===== config.mk =====
export PLATFORM = sky130hd
export DESIGN_NAME = brs_isqrt
export DESIGN_NICKNAME = d
export VERILOG_FILES = /design/src/sv/brs_isqrt.sv
export SDC_FILE = /design/constraint.sdc
export NUM_CORES = 1
export LEC_CHECK = 0
export BUFFER_PORTS_ARGS = -buffer_cell sky130_fd_sc_hd__buf_4
export CAP_MARGIN = 5
export CORE_MARGIN = 2
export CORE_UTILIZATION = 40
export CTS_BUF_LIST = sky130_fd_sc_hd__clkbuf_8
export DETAILED_ROUTE_END_ITERATION = 8
export MAX_ROUTING_LAYER = met4
export SLEW_MARGIN = 20
export SYNTH_ARGS = -nofsm -noshare
export SYNTH_HDL_FRONTEND = slang
export SYNTH_SLANG_ARGS = --single-unit

===== constraint.sdc =====
create_clock -name clk -period 3 [get_ports clk]
set_input_delay 0.45 -clock clk [delete_from_list [all_inputs] [get_ports clk]]
set_output_delay 0.45 -clock clk [all_outputs]
set_load 0.005 [all_outputs]

===== src/sv/brs_isqrt.sv =====
// ----------------------------------------------------------------------------
// brs_isqrt: pipelined integer square root
// Floor square root, one result bit per stage, with a side payload that
// moves along with each request.
// ----------------------------------------------------------------------------
module brs_isqrt #(
	parameter int RAD_WIDTH  = 34,
	parameter int DATA_WIDTH = 8
) (
	input  logic                         clk,
	input  logic                         arst_n,
	input  logic                         en,
	input  logic                         in_valid,
	input  logic [RAD_WIDTH-1:0]         in_rad,
	input  logic [DATA_WIDTH-1:0]        in_data,
	output logic                         out_valid,
	output logic [(RAD_WIDTH+1)/2-1:0]   out_root,
	output logic [DATA_WIDTH-1:0]        out_data
);

	localparam int NS   = (RAD_WIDTH + 1) / 2;
	localparam int RP   = 2 * NS;
	localparam int REMW = NS + 2;

	logic                  vld_s  [NS];
	logic [RP-1:0]         rad_s  [NS];
	logic [REMW-1:0]       rem_s  [NS];
	logic [NS-1:0]         root_s [NS];
	logic [DATA_WIDTH-1:0] dat_s  [NS];

	for (genvar k = 0; k < NS; k++) begin : g_stage
		logic                  vld_p;
		logic [RP-1:0]         rad_p;
		logic [REMW-1:0]       rem_p;
		logic [NS-1:0]         root_p;
		logic [DATA_WIDTH-1:0] dat_p;
		logic [REMW+1:0]       cur, trial;
		logic                  ge;

		if (k == 0) begin : g_first
			assign vld_p  = in_valid;
			assign rad_p  = RP'(in_rad);
			assign rem_p  = '0;
			assign root_p = '0;
			assign dat_p  = in_data;
		end else begin : g_next
			assign vld_p  = vld_s[k-1];
			assign rad_p  = rad_s[k-1];
			assign rem_p  = rem_s[k-1];
			assign root_p = root_s[k-1];
			assign dat_p  = dat_s[k-1];
		end

		// Bring down the next two radicand bits and try 4*root + 1.
		assign cur   = {rem_p, rad_p[RP-1 -: 2]};
		assign trial = (REMW+2)'({root_p, 2'b01});
		assign ge    = (cur >= trial);

		always_ff @(posedge clk or negedge arst_n) begin
			if (!arst_n) begin
				vld_s[k] <= 1'b0;
			end else if (en) begin
				vld_s[k] <= vld_p;
			end
		end

		always_ff @(posedge clk) begin
			if (en) begin
				rad_s[k]  <= {rad_p[RP-3:0], 2'b00};
				rem_s[k]  <= ge ? REMW'(cur - trial) : cur[REMW-1:0];
				root_s[k] <= {root_p[NS-2:0], ge};
				dat_s[k]  <= dat_p;
			end
		end
	end

	assign out_valid = vld_s[NS-1];
	assign out_root  = root_s[NS-1];
	assign out_data  = dat_s[NS-1];

endmodule


==> After elaboration in Yosys (flattened, before gate mapping) <==
Memory sizes are Yosys's and may differ from the RTL's.
Cells that the tools add are included.
{ "word_totals": {"reg_bits": 17, "ram_bits": 1292, "inputBits": 46, "output_inout_bits": 26, "elab_cells": 74, "mem_count": 4} }
{ "mem_list": {"columns": ["name", "depth", "word_bits", "read_ports", "rd_ports_with_merged_regs", "wr", "line", "text"], "rows": [
  ["rad_s", 17, 32, 16, 0, 17, "26", "logic [RP-1:0] rad_s [NS];"],
  ["rem_s", 17, 19, 16, 0, 17, "27", "logic [REMW-1:0] rem_s [NS];"],
  ["root_s", 17, 17, 17, 0, 17, "28", "logic [NS-1:0] root_s [NS];"],
  ["dat_s", 17, 8, 17, 0, 17, "29", "logic [DATA_WIDTH-1:0] dat_s [NS];"]
]} }
{ "classes": {"addsub": 17, "magnitude_cmp": 17, "muxes": 19} }
{ "op_table": {"columns": ["operator", "n"], "rows": [
  ["greater-or-equal comparator 21 x 19 -> 1 bit", 16],
  ["two-way mux 19 bit", 17],
  ["subtractor 19 bit", 16],
  ["subtractor 2 x 1 -> 3 bit (second input constant)", 1],
  ["greater-or-equal comparator 2 x 1 -> 1 bit (second input constant)", 1],
  ["two-way mux 1 bit", 2]
]} }

==> Depth between registers and ports, before layout <==
Gate-level depths: netlist of run 1.
An unclocked memory read counts as a cell.
{ "logic_depth": {"ltp_word": 3, "mapped_depth": 13, "ltp_nobuf": 11} }

==> Worst setup path before layout of run 1 <==
OpenSTA, ideal clock, no wires.
{ "synth_timing": {"path_type": "flip-flop to flip-flop", "from": "mem rem_s[0][119] (netlist name)", "to": "mem rem_s[0][137] (netlist name) (data pin)", "arrival_ps": 2501, "t_required_ps": 2746, "path_slack_ps": 245, "path_stages_with_launch": 10, "synth_period_minus_slack_ps": 2755, "cell_sequence": "edfxtp_1 -> ha_1 -> and3_1 -> and2_1 -> a221oi_1 -> nand2b_1 -> or2_2 -> clkbuf_1 -> clkbuf_1 -> o21a_1"} }
{ "synth_rtl": {"columns": ["element", "line"], "rows": [
  ["start: declaration", "27"]
]} }

==> flow_metrics.py, run 1 <==
metrics = {
    "timing": {
        "tns_ns": 0,
        "hold_viol": 0,
        "rsz0062_at_grt": "false",
        "tightest_slew_ns": 0.7589,
        "finalCritPeriodShare_pct": 94.63,
        "slew_headroom_pct": 48.94,
        "finalSetupViolCount": 0,
        "timing.fmax_mhz": 352.3,
        "drv_slew": 0,
        "finClkSkew_ns": 0.04018,
        "layout_setup_ws_ns": 0.1612,
        "min_period_ns": 2.839,
    },
    "critical_path": {
        "cp_max_fo": 7,
        "r2r_end": "rem_s[0][54]",
        "endpoint_kind": "register",
        "worst_ep_required_time_ns": 3.53,
        "ff2ff_setup_slack_ns": 0.16,
        "startpoint": "rem_s[0][35]",
        "worst_ep_arrival_time_ns": 3.37,
        "reg2reg_depth": 8,
        "timing.rr.start": "rem_s[0][35]",
        "start_kind": "register",
        "worst-setup-path-type": "reg2reg",
    },
    "logic_synthesis": {
        "synth_top_area_share_pct": 67.69,
        "synth_top_area_cell": "edfxtp_1",
        "synthSimpleGateAreaFrac_pct": 8.327,
        "synth_compound_area_share_pct": 8.043,
        "synth_area_leaders": "edfxtp_1, ha_1, xnor2_1, xor2_1, inv_1",
        "synthXorXnorAreaFrac_pct": 4.871,
        "synth_mux_area_share_pct": 1.693,
        "ys_seq_area_share_pct": 68.83,
        "syn_inst": 2646,
        "syn_area_um2": 37400,
        "synthesis.nets": 2863,
        "yosysUniqueCellTypes": 83,
        "synth_top_family_by_area": "simple AND/OR/NAND/NOR gates",
        "synth_adder_area_share_pct": 5.721,
        "synth_edf_count": 843,
        "syn_area_per_cell_um2": 14.13,
        "yosys_warnings": 0,
        "synth_most_common_cell": "edfxtp_1",
        "ys_ff_latch": 860,
        "synth-main-ff-cell": "edfxtp_1",
        "async_flop_share_pct": 1.977,
        "synthTopCellsByCount": "edfxtp_1, inv_1, nor2_1, ha_1, a21oi_1",
    },
    "layout": {
        "syn2layout_area_growth_pct": 15.66,
        "fin_nets": 3163,
        "drive_above_1_share_pct": 13.41,
    },
    "power_and_ir_drop": {
        "ir_drop_mv": 0.4283,
        "leakagePower_nw": 16.60,
        "power_mw": 29.06,
        "power_density_nw_per_um2": 671.8,
    },
    "floorplanning": {
        "dieArea_um2": 95960,
        "die_h_um": 309.8,
        "start_util_pct": 40.19,
        "ios": 72,
        "fp.dieW_um": 309.8,
        "coreArea_um2": 93050,
        "rows": 112,
    },
    "routing": {
        "dr.pass1.iters": 5,
        "routed_wl_mm": 65.61,
        "drc": 0,
        "dr_total_vias": 21330,
        "routed_via_density": 4.936,
        "dr.first_iter.drc_count": 1284,
        "wl_per_cell_um": 15.18,
        "antenna_left": 0,
    },
    "placement": {
        "hpwl_mm": 45.68,
        "place.gp.congestion": 0.8920,
        "portBuffers": 71,
        "dp_slack_ns": -0.001122,
    },
    "outcome": {
        "status": "complete, no violations",
    },
    "clocking": {
        "h-tree-depth": 4,
        "clk_pin_slew_ns": 0.06,
        "clk_latency_ns": 0.81,
        "cts_buffers": 150,
        "cts-root-buf": "clkbuf_8",
        "cts.sinks": 860,
        "cts_tree": "done",
        "postCtsSetupBuffers": 0,
        "clk_path_buf_depth": 3,
    },
    "min_path": {
        "hold-path-endpoint": "rad_s[0][174]",
        "hp-class": "in2reg",
        "hold_depth": 1,
        "hp-start": "en",
    },
    "global_routing": {
        "overflow": 0,
        "antenna_found_initial": 2,
        "grtUsageTotal_pct": 14.37,
        "grt_pass1_vias": 21600,
        "grt_pass1_wl_mm": 107.7,
        "grt_max_degree": 96,
    },
    "run": {
        "drv_cap": 0,
    },
}
## metrics by stage
step	instance area (um2)	hold slack, ns	instances	util, %
after detailed placement	40060	0.3231	4002	43.06
after global routing	43260	0.03687	4321	46.49
after global placement	40060	0.3152	4002	43.06
final	43260	0.09995	4321	46.49
after CTS	43230	0.004987	4318	46.46
after floorplan	37400	0.1544	2646	-
## worst max path at each step
stage	to	slack, ns
6_report	rem_s[0][54]	0.16
5_1_grt	rem_s[0][243]	0.003
4_1_cts	rem_s[0][238]	0.02
3_5_place_dp	rem_s[0][246]	-0.001
3_3_place_gp	rem_s[0][240]	0.02
2_1_floorplan	rem_s[0][137]	0.24
## where the power goes
group / switching [mW] / total [mW] / internal [mW]
Clock: 4.71 / 9.52 / 4.81
Sequential: 0.682 / 15.4 / 14.7
Combinational: 2.22 / 4.11 / 1.89
Total: 7.61 / 29.1 / 21.4
## cell families after synthesis
logic type / count (synthesis)
flops: 860
simple gates: 621
compound gates: 479
buf+inv: 249
xor+xnor: 208
fa+ha+maj: 171
mux: 57
other cells: 1
## cells in the final DEF, fill, tap and decap left out, types with 6 or more instances in the layout
cell,instances
edfxtp_1,843
inv_1,254
nor2_1,179
ha_1,171
clkbuf_8,153
a21oi_1,151
nand2_1,147
buf_4,125
xnor2_1,117
o21ai_0,106
xor2_1,91
o21a_1,52
mux2_2,50
nor3_1,49
dlygate4sd3_1,46
clkinv_1,40
nand3_1,38
a21o_1,38
or3_1,30
nand2b_1,29
nor2b_1,25
nand4_1,23
nor4_1,23
or4_1,19
o31ai_1,18
a211oi_1,17
dfrtp_1,17
buf_12,14
clkinv_2,13
o21bai_1,12
or2_2,11
o211ai_1,10
and3_1,8
a31oi_1,8
a21boi_0,7
mux2i_1,7
nand3b_1,6
clkinv_8,6
## final cells by class
class / count / area [um2]
Antenna cell: 3 / 7.507
Clock buffer: 153 / 2106
Clock inverter: 117 / 598.1
Fill cell: 8178 / 49790
Inverter: 211 / 794.5
Multi-Input combinational cell: 1537 / 10750
Sequential cell: 860 / 25740
Tap cell: 1254 / 1569
Timing Repair Buffer: 186 / 1694
## what timing repair did
| action | in CTS | in global routing |
|---|---|---|
| hold buffers | 46 | 0 |
| gates cloned | 0 | 0 |
| endpoints found under the setup margin | 5 | 21 |
| resized for setup | 1 | 6 |
| endpoints found under the hold margin | 61 | 0 |
## registers in the layout (all words and copies together), names as in the netlist
register / cells
dat_s: 136
rem_s: 282
g_stage.vld_p: 16
rad_s: 272
root_s: 153
out_valid: 1
## critical path: stages, from the launching register on
cell and delay (ns):
edfxtp_1 0.45, or4_4 0.60, or4b_4 0.56, nor4_4 0.42, inv_4 0.10, nand3b_4 0.11, or3_4 0.15, nor3_2 0.04
xor2_1 0.14
## per-layer routing
layer | vias up | GRT usage, % | part of all wire [%]
li1 | 10480 | - | -
met1 | 10250 | 17.12 | 44
met2 | 447 | 23.39 | 49
met3 | 147 | 3.313 | 4.6
met4 | 0 | 6.269 | 3.1
met5 | - | - | 0
Power figures use the tool's default switching activity.
==> run 2: changes to the inputs <==
--- a/config.mk
+++ b/config.mk
@@ -5,12 +5,14 @@
 export SDC_FILE = /design/constraint.sdc
 export NUM_CORES = 1
 export LEC_CHECK = 0
+export ABC_AREA = 1
 export BUFFER_PORTS_ARGS = -buffer_cell sky130_fd_sc_hd__buf_4
 export CAP_MARGIN = 5
 export CORE_MARGIN = 2
-export CORE_UTILIZATION = 40
+export CORE_UTILIZATION = 30
 export CTS_BUF_LIST = sky130_fd_sc_hd__clkbuf_8
 export DETAILED_ROUTE_END_ITERATION = 8
+export GPL_ROUTABILITY_DRIVEN = 0
 export MAX_ROUTING_LAYER = met4
 export SLEW_MARGIN = 20
 export SYNTH_ARGS = -nofsm -noshare
==> flow_metrics.py, run 2 <==
metrics = {
    "timing": {
        "drv_slew": 0,
        "hold_viol": 0,
        "tns_ns": 0,
        "finalSetupViolCount": 0,
        "finClkSkew_ns": 0.04833,
        "rsz0062_at_grt": "false",
        "slew_headroom_pct": 47.91,
        "tightest_slew_ns": 0.7788,
        "min_period_ns": 2.545,
        "timing.fmax_mhz": 392.9,
        "finalCritPeriodShare_pct": 84.83,
    },
    "floorplanning": {
        "coreArea_um2": 139700,
        "die_h_um": 379.3,
        "start_util_pct": 30.24,
        "fp.dieW_um": 379.3,
        "dieArea_um2": 143800,
        "rows": 137,
        "ios": 72,
    },
    "layout": {
        "nFillCells": 13990,
        "final_cell_mix": "nand2_1, edfxtp_1, inv_1",
        "top_register": "rem_s",
        "largest_register_ff_count": 282,
        "drive_above_1_share_pct": 9.586,
        "syn2layout_area_growth_pct": 14.92,
        "top_regs": "rem_s (282), rad_s (272), root_s (153)",
        "final_common_cell": "nand2_1",
        "fin_nets": 4694,
        "fin_cells": 6467,
    },
    "routing": {
        "dr.pass1.iters": 6,
        "wl_per_cell_um": 12.90,
        "routed_wl_mm": 83.44,
        "dr.first_iter.drc_count": 1740,
        "dr_total_vias": 28390,
        "drc": 0,
        "routed_via_density": 4.390,
        "antenna_left": 0,
    },
    "min_path": {
        "hp-class": "in2reg",
        "hold-path-endpoint": "rad_s[0][29]",
        "hp-start": "in_rad[29]",
        "hold_depth": 2,
    },
    "placement": {
        "hpwl_mm": 59.42,
        "placedCellCount": 6154,
        "portBuffers": 71,
    },
    "run": {
        "drv_cap": 0,
    },
    "clocking": {
        "clk_path_buf_depth": 3,
        "cts-root-buf": "clkbuf_8",
        "clk_latency_ns": 0.87,
        "clk_pin_slew_ns": 0.06,
        "holdBufCountCts": 47,
        "h-tree-depth": 4,
        "cts.sinks": 860,
        "cts_buffers": 150,
        "postCtsSetupBuffers": 0,
        "cts_resized": 0,
        "cts_tree": "done",
    },
    "critical_path": {
        "reg2reg_depth": 11,
        "worst_ep_required_time_ns": 3.59,
        "worst-setup-path-type": "reg2reg",
        "endpoint_kind": "register",
        "cpPeakStageDelay_ns": 0.45,
        "cpMostUsedCell": "nand2_1",
        "cp_max_fo": 24,
        "crit_chain": "ha_1 -> o21ai_1 -> nand2_1 -> nand2_1 -> nand2_1 -> nand2_1 -> nand2_1 -> nor2_4 -> inv_1 -> nand2_1 -> nand2_1",
        "timing.rr.start": "rem_s[0][114]",
        "worst_ep_arrival_time_ns": 3.13,
        "cp_top_family": "simple AND/OR/NAND/NOR gates",
        "start_kind": "register",
        "r2r_end": "rem_s[0][142]",
        "ff2ff_setup_slack_ns": 0.45,
        "path_buf_inv": 1,
        "critPathSlowestCell": "nor2_4",
    },
    "power_and_ir_drop": {
        "share_comb_of_total_power_pct": 16.5,
        "internal_power_mw": 21.72,
        "ir_drop_mv": 0.3929,
        "power_switching_mw": 8.818,
        "swShare_pct": 28.88,
        "p_seq_share_pct": 49.9,
        "leakagePower_nw": 21.14,
        "power_density_nw_per_um2": 628.9,
        "p_clk_share_pct": 33.6,
    },
    "logic_synthesis": {
        "ys_ff_latch": 860,
        "yosysUniqueCellTypes": 53,
        "synth_edf_count": 843,
        "synth_most_common_cell": "nand2_1",
        "syn_area_um2": 42240,
        "synthesis.nets": 4428,
        "ys_seq_area_share_pct": 60.93,
        "yosys_warnings": 0,
        "async_flop_share_pct": 1.977,
        "synth_top_area_cell": "edfxtp_1",
        "syn_area_per_cell_um2": 10.03,
        "synth-main-ff-cell": "edfxtp_1",
        "syn_inst": 4211,
        "synth_top_area_share_pct": 59.92,
        "synth_area_leaders": "edfxtp_1, nand2_1, inv_1, ha_1, nor2_1",
        "synthTopCellsByCount": "nand2_1, edfxtp_1, inv_1, nor2_1, nand3_1",
    },
    "outcome": {
        "status": "complete, no violations",
    },
    "global_routing": {
        "grtUsageTotal_pct": 12.01,
        "antenna_found_initial": 1,
        "grt_max_degree": 93,
        "grt_pass1_wl_mm": 136.5,
        "grt_pass1_vias": 28120,
        "overflow": 0,
    },
}
-- run 2: worst register-to-register path, delay by kind of cell (launching register included) --
kind	cells	cell delay, ns
buf+inv	1	0.19
flops	1	0.44
fa+ha+maj	1	0.40
compound gates	1	0.12
simple gates	8	1.14
-- run 2: power groups by stage --
stage / registers, mW / logic, mW / clock network [mW]
after CTS: 15.2 / 5.01 / 10.8
after detailed placement: 15.5 / 4.94 / 0
after global routing: 15.4 / 5.77 / 11.3
final: 15.2 / 5.03 / 10.3
after floorplan: 15.2 / 3.64 / 0
after global placement: 15.5 / 4.86 / 0
-- run 2: area by class of cell --
type | count | area (um2) | area share, %
Clock buffer | 152 | 2092 | 4.309
Inverter | 666 | 2510 | 5.170
Tap cell | 1876 | 2347 | 4.835
Antenna cell | 1 | 2.502 | 0.005155
Timing Repair Buffer | 149 | 1431 | 2.948
Clock inverter | 113 | 760.7 | 1.567
Sequential cell | 860 | 25740 | 53.02
Multi-Input combinational cell | 2650 | 13660 | 28.15
-- run 2: through the flow --
step	power (mW)	setup slack, ns	util [%]	cell area [um2]	hold WS (ns)
after floorplan	18.86	1.022	-	42240	0.1544
after global placement	20.32	0.4639	32.37	45220	0.3215
after detailed placement	20.42	0.4566	32.37	45220	0.3277
after CTS	31.04	0.4397	34.75	48550	0.1592
after global routing	32.40	0.1928	34.75	48550	0.2099
final	30.53	0.4550	34.75	48550	0.3030
-- run 2: worst max-delay path by stage --
stage / startpoint / to / slack, ns / cells past startpoint
after floorplan: rem_s[0][0] / rem_s[0][36] / 1.02 / 8
after global placement: rem_s[0][114] / rem_s[0][142] / 0.46 / 11
after detailed placement: rem_s[0][114] / rem_s[0][142] / 0.46 / 11
after CTS: rem_s[0][114] / rem_s[0][142] / 0.44 / 11
after global routing: rem_s[0][114] / rem_s[0][142] / 0.19 / 11
final: rem_s[0][114] / rem_s[0][142] / 0.45 / 11
-- run 2: cell families (layout without fill, tap and decap cells) --
kind of cell,after synthesis,count (layout),synth area share (%)
simple gates,2047,2047,20.46
flops,860,860,60.93
buf+inv,701,1080,6.723
compound gates,310,310,4.301
fa+ha+maj,171,171,5.065
xor+xnor,120,120,2.488
other cells,1,2,0.008877
mux,1,1,0.02665
-- run 2: metal layers --
| layer | vias to the layer above | track usage [%] | part of all wire, % |
|---|---|---|---|
| met1 | 13040 | 14.33 | 45 |
| met3 | 254 | 2.531 | 4.7 |
| met5 | - | - | 0 |
| li1 | 14400 | - | - |
| met2 | 691 | 19.36 | 47 |
| met4 | 0 | 5.735 | 3.9 |
==> run 3: changes to the inputs <==
--- a/config.mk
+++ b/config.mk
@@ -5,7 +5,7 @@
 export SDC_FILE = /design/constraint.sdc
 export NUM_CORES = 1
 export LEC_CHECK = 0
-export ABC_AREA = 1
+export ABC_AREA = 0
 export BUFFER_PORTS_ARGS = -buffer_cell sky130_fd_sc_hd__buf_4
 export CAP_MARGIN = 5
 export CORE_MARGIN = 2
==> constraint.sdc (replaced) <==
create_clock -name clk -period 2.6 [get_ports clk]
set_input_delay 0.39 -clock clk [delete_from_list [all_inputs] [get_ports clk]]
set_output_delay 0.39 -clock clk [all_outputs]
set_load 0.005 [all_outputs]
==> flow_metrics.py, run 3 (same netlist as run 1, synthesis figures left out) <==
metrics = {
    "outcome": {
        "status": "finished with violations",
        "violations": "negative setup slack",
    },
    "global_routing": {
        "grt_max_degree": 107,
        "overflow": 0,
        "use_met2_pct": 17.07,
        "grtUsageTotal_pct": 10.11,
        "grtUsageMet3_pct": 2.469,
        "grtUsageMet1_pct": 10.97,
        "grt_pass1_vias": 21960,
        "antenna_found_initial": 1,
        "gr-max-usage-layer": "met2",
        "grt_pass1_wl_mm": 103.3,
    },
    "timing": {
        "finalSetupViolCount": 5,
        "min_period_ns": 2.691,
        "rsz0062_at_grt": "true",
        "layout_setup_ws_ns": -0.09060,
        "hold_viol": 0,
        "tightest_slew_ns": 0.7602,
        "slew_headroom_pct": 49.15,
        "finClkSkew_ns": 0.04156,
        "drv_slew": 0,
        "timing.fmax_mhz": 371.7,
        "finalCritPeriodShare_pct": 103.5,
    },
    "floorplanning": {
        "fp.dieW_um": 357.1,
        "dieArea_um2": 127500,
        "rows": 129,
        "die_h_um": 357.1,
        "start_util_pct": 30.25,
        "coreArea_um2": 123600,
        "ios": 72,
    },
    "layout": {
        "syn2layout_area_growth_pct": 24.19,
        "top_register": "rem_s",
        "finish.instance_area_um2": 46450,
        "fin_nets": 3403,
        "largest_register_ff_count": 282,
        "top_regs": "rem_s (282), rad_s (272), root_s (153)",
        "nFillCells": 11740,
        "drive_above_1_share_pct": 23.16,
        "final_common_cell": "edfxtp_1",
        "final_cell_mix": "edfxtp_1, buf_4, inv_1",
    },
    "power_and_ir_drop": {
        "leakagePower_nw": 17.89,
        "power_density_nw_per_um2": 749.2,
        "ir_drop_mv": 0.5054,
    },
    "routing": {
        "dr_total_vias": 21710,
        "antenna_left": 0,
        "wl_per_cell_um": 12.72,
        "routed_via_density": 4.398,
        "dr.first_iter.drc_count": 999,
        "routed_wl_mm": 62.82,
        "dr.pass1.iters": 5,
        "drc": 0,
    },
    "critical_path": {
        "cp_max_fo": 4,
        "worst-path-stages": 8,
        "timing.rr.start": "rem_s[0][95]",
        "worst_ep_required_time_ns": 3.12,
        "cp_top_family": "simple AND/OR/NAND/NOR gates",
        "startpoint": "rem_s[0][95]",
        "crit_chain": "ha_4 -> nand4_1 -> or4_4 -> nand3_2 -> or4_4 -> or4b_4 -> nor4_4 -> xor2_1",
        "critPathSlowestCell": "or4_4",
        "reg2reg_depth": 8,
        "worst_ep_arrival_time_ns": 3.22,
        "worst-setup-path-type": "reg2reg",
        "endpoint_kind": "register",
        "cpMostUsedCell": "or4_4",
        "ff2ff_setup_slack_ns": -0.09,
        "start_kind": "register",
        "path_buf_inv": 0,
        "cpPeakStageDelay_ns": 0.57,
    },
    "clocking": {
        "cts.sinks": 860,
        "cts_buffers": 148,
        "cts-root-buf": "clkbuf_8",
        "cts_tree": "done",
        "h-tree-depth": 4,
        "clk_pin_slew_ns": 0.06,
        "clk_path_buf_depth": 3,
        "clk_latency_ns": 0.82,
    },
    "run": {
        "drv_cap": 0,
    },
    "min_path": {
        "hold_depth": 2,
        "hp-class": "in2reg",
        "hp-start": "in_rad[28]",
    },
    "placement": {
        "dp_slack_ns": -0.1645,
        "portBuffers": 71,
        "hpwl_mm": 42.14,
        "placed_area_um2": 42320,
    },
}
run 3: repair_timing:
item / CTS / global route
gates resized for setup: 37 / 101
hold buffers: 47 / 0
setup endpoints to repair: 44 / 133
setup buffers: 4 / 17
gates cloned: 0 / 0
hold endpoints to repair: 84 / 0
pin swaps: 5 / 36
run 3: metrics by stage:
step | hold WS [ns] | TNS, ns | util [%] | instances | total power [mW]
2_1_floorplan | 0.09441 | -0.01296 | - | 2646 | 21.09
3_3_place_gp | 0.2590 | -0.7077 | 34.23 | 4605 | 23.09
3_5_place_dp | 0.2652 | -1.909 | 34.23 | 4605 | 23.20
4_1_cts | 0.1454 | -0.3051 | 37.06 | 4919 | 35.20
5_1_grt | 0.2021 | -0.8089 | 37.57 | 4937 | 36.72
6_report | 0.2833 | -0.1711 | 37.57 | 4937 | 34.80
run 3: area by class of cell:
type	count	area, um2	share of cell area (%)
Timing Repair Buffer	428	3596	7.742
Multi-Input combinational cell	1537	11480	24.71
Clock inverter	113	723.2	1.557
Antenna cell	1	2.502	0.005388
Tap cell	1637	2048	4.410
Inverter	211	794.5	1.711
Sequential cell	860	25740	55.42
Clock buffer	150	2064	4.445
run 3: worst reg2reg max path: cells and delay by family (launching register included):
kind	cells	cell delay (ns)
flops	1	0.43
xor+xnor	1	0.09
simple gates	6	1.58
fa+ha+maj	1	0.30
run 3: per-layer routing:
layer / share of wire (%) / vias to the layer above
met5: 0 / -
met4: 4.3 / 0
met3: 4.0 / 186
met2: 50 / 373
met1: 42 / 10200
li1: - / 10960
run 3: final timing paths:
kind                                endpoint
max reg2reg                    rem_s[0][132]
min reg2reg                     dat_s[1][37]
min in group asynchronous  g_stage[12].vld_p
max                            rem_s[0][132]
max in group asynchronous   g_stage[4].vld_p
min                             rad_s[0][28]
run 3: where the power goes:
part           leakage (nW)  internal [mW]  switching (mW)  total (mW)
sequential             8.30           17.0           0.702        17.7
clock                  1.58           6.06            5.49        11.5
combinational          8.01           2.79            2.75        5.54
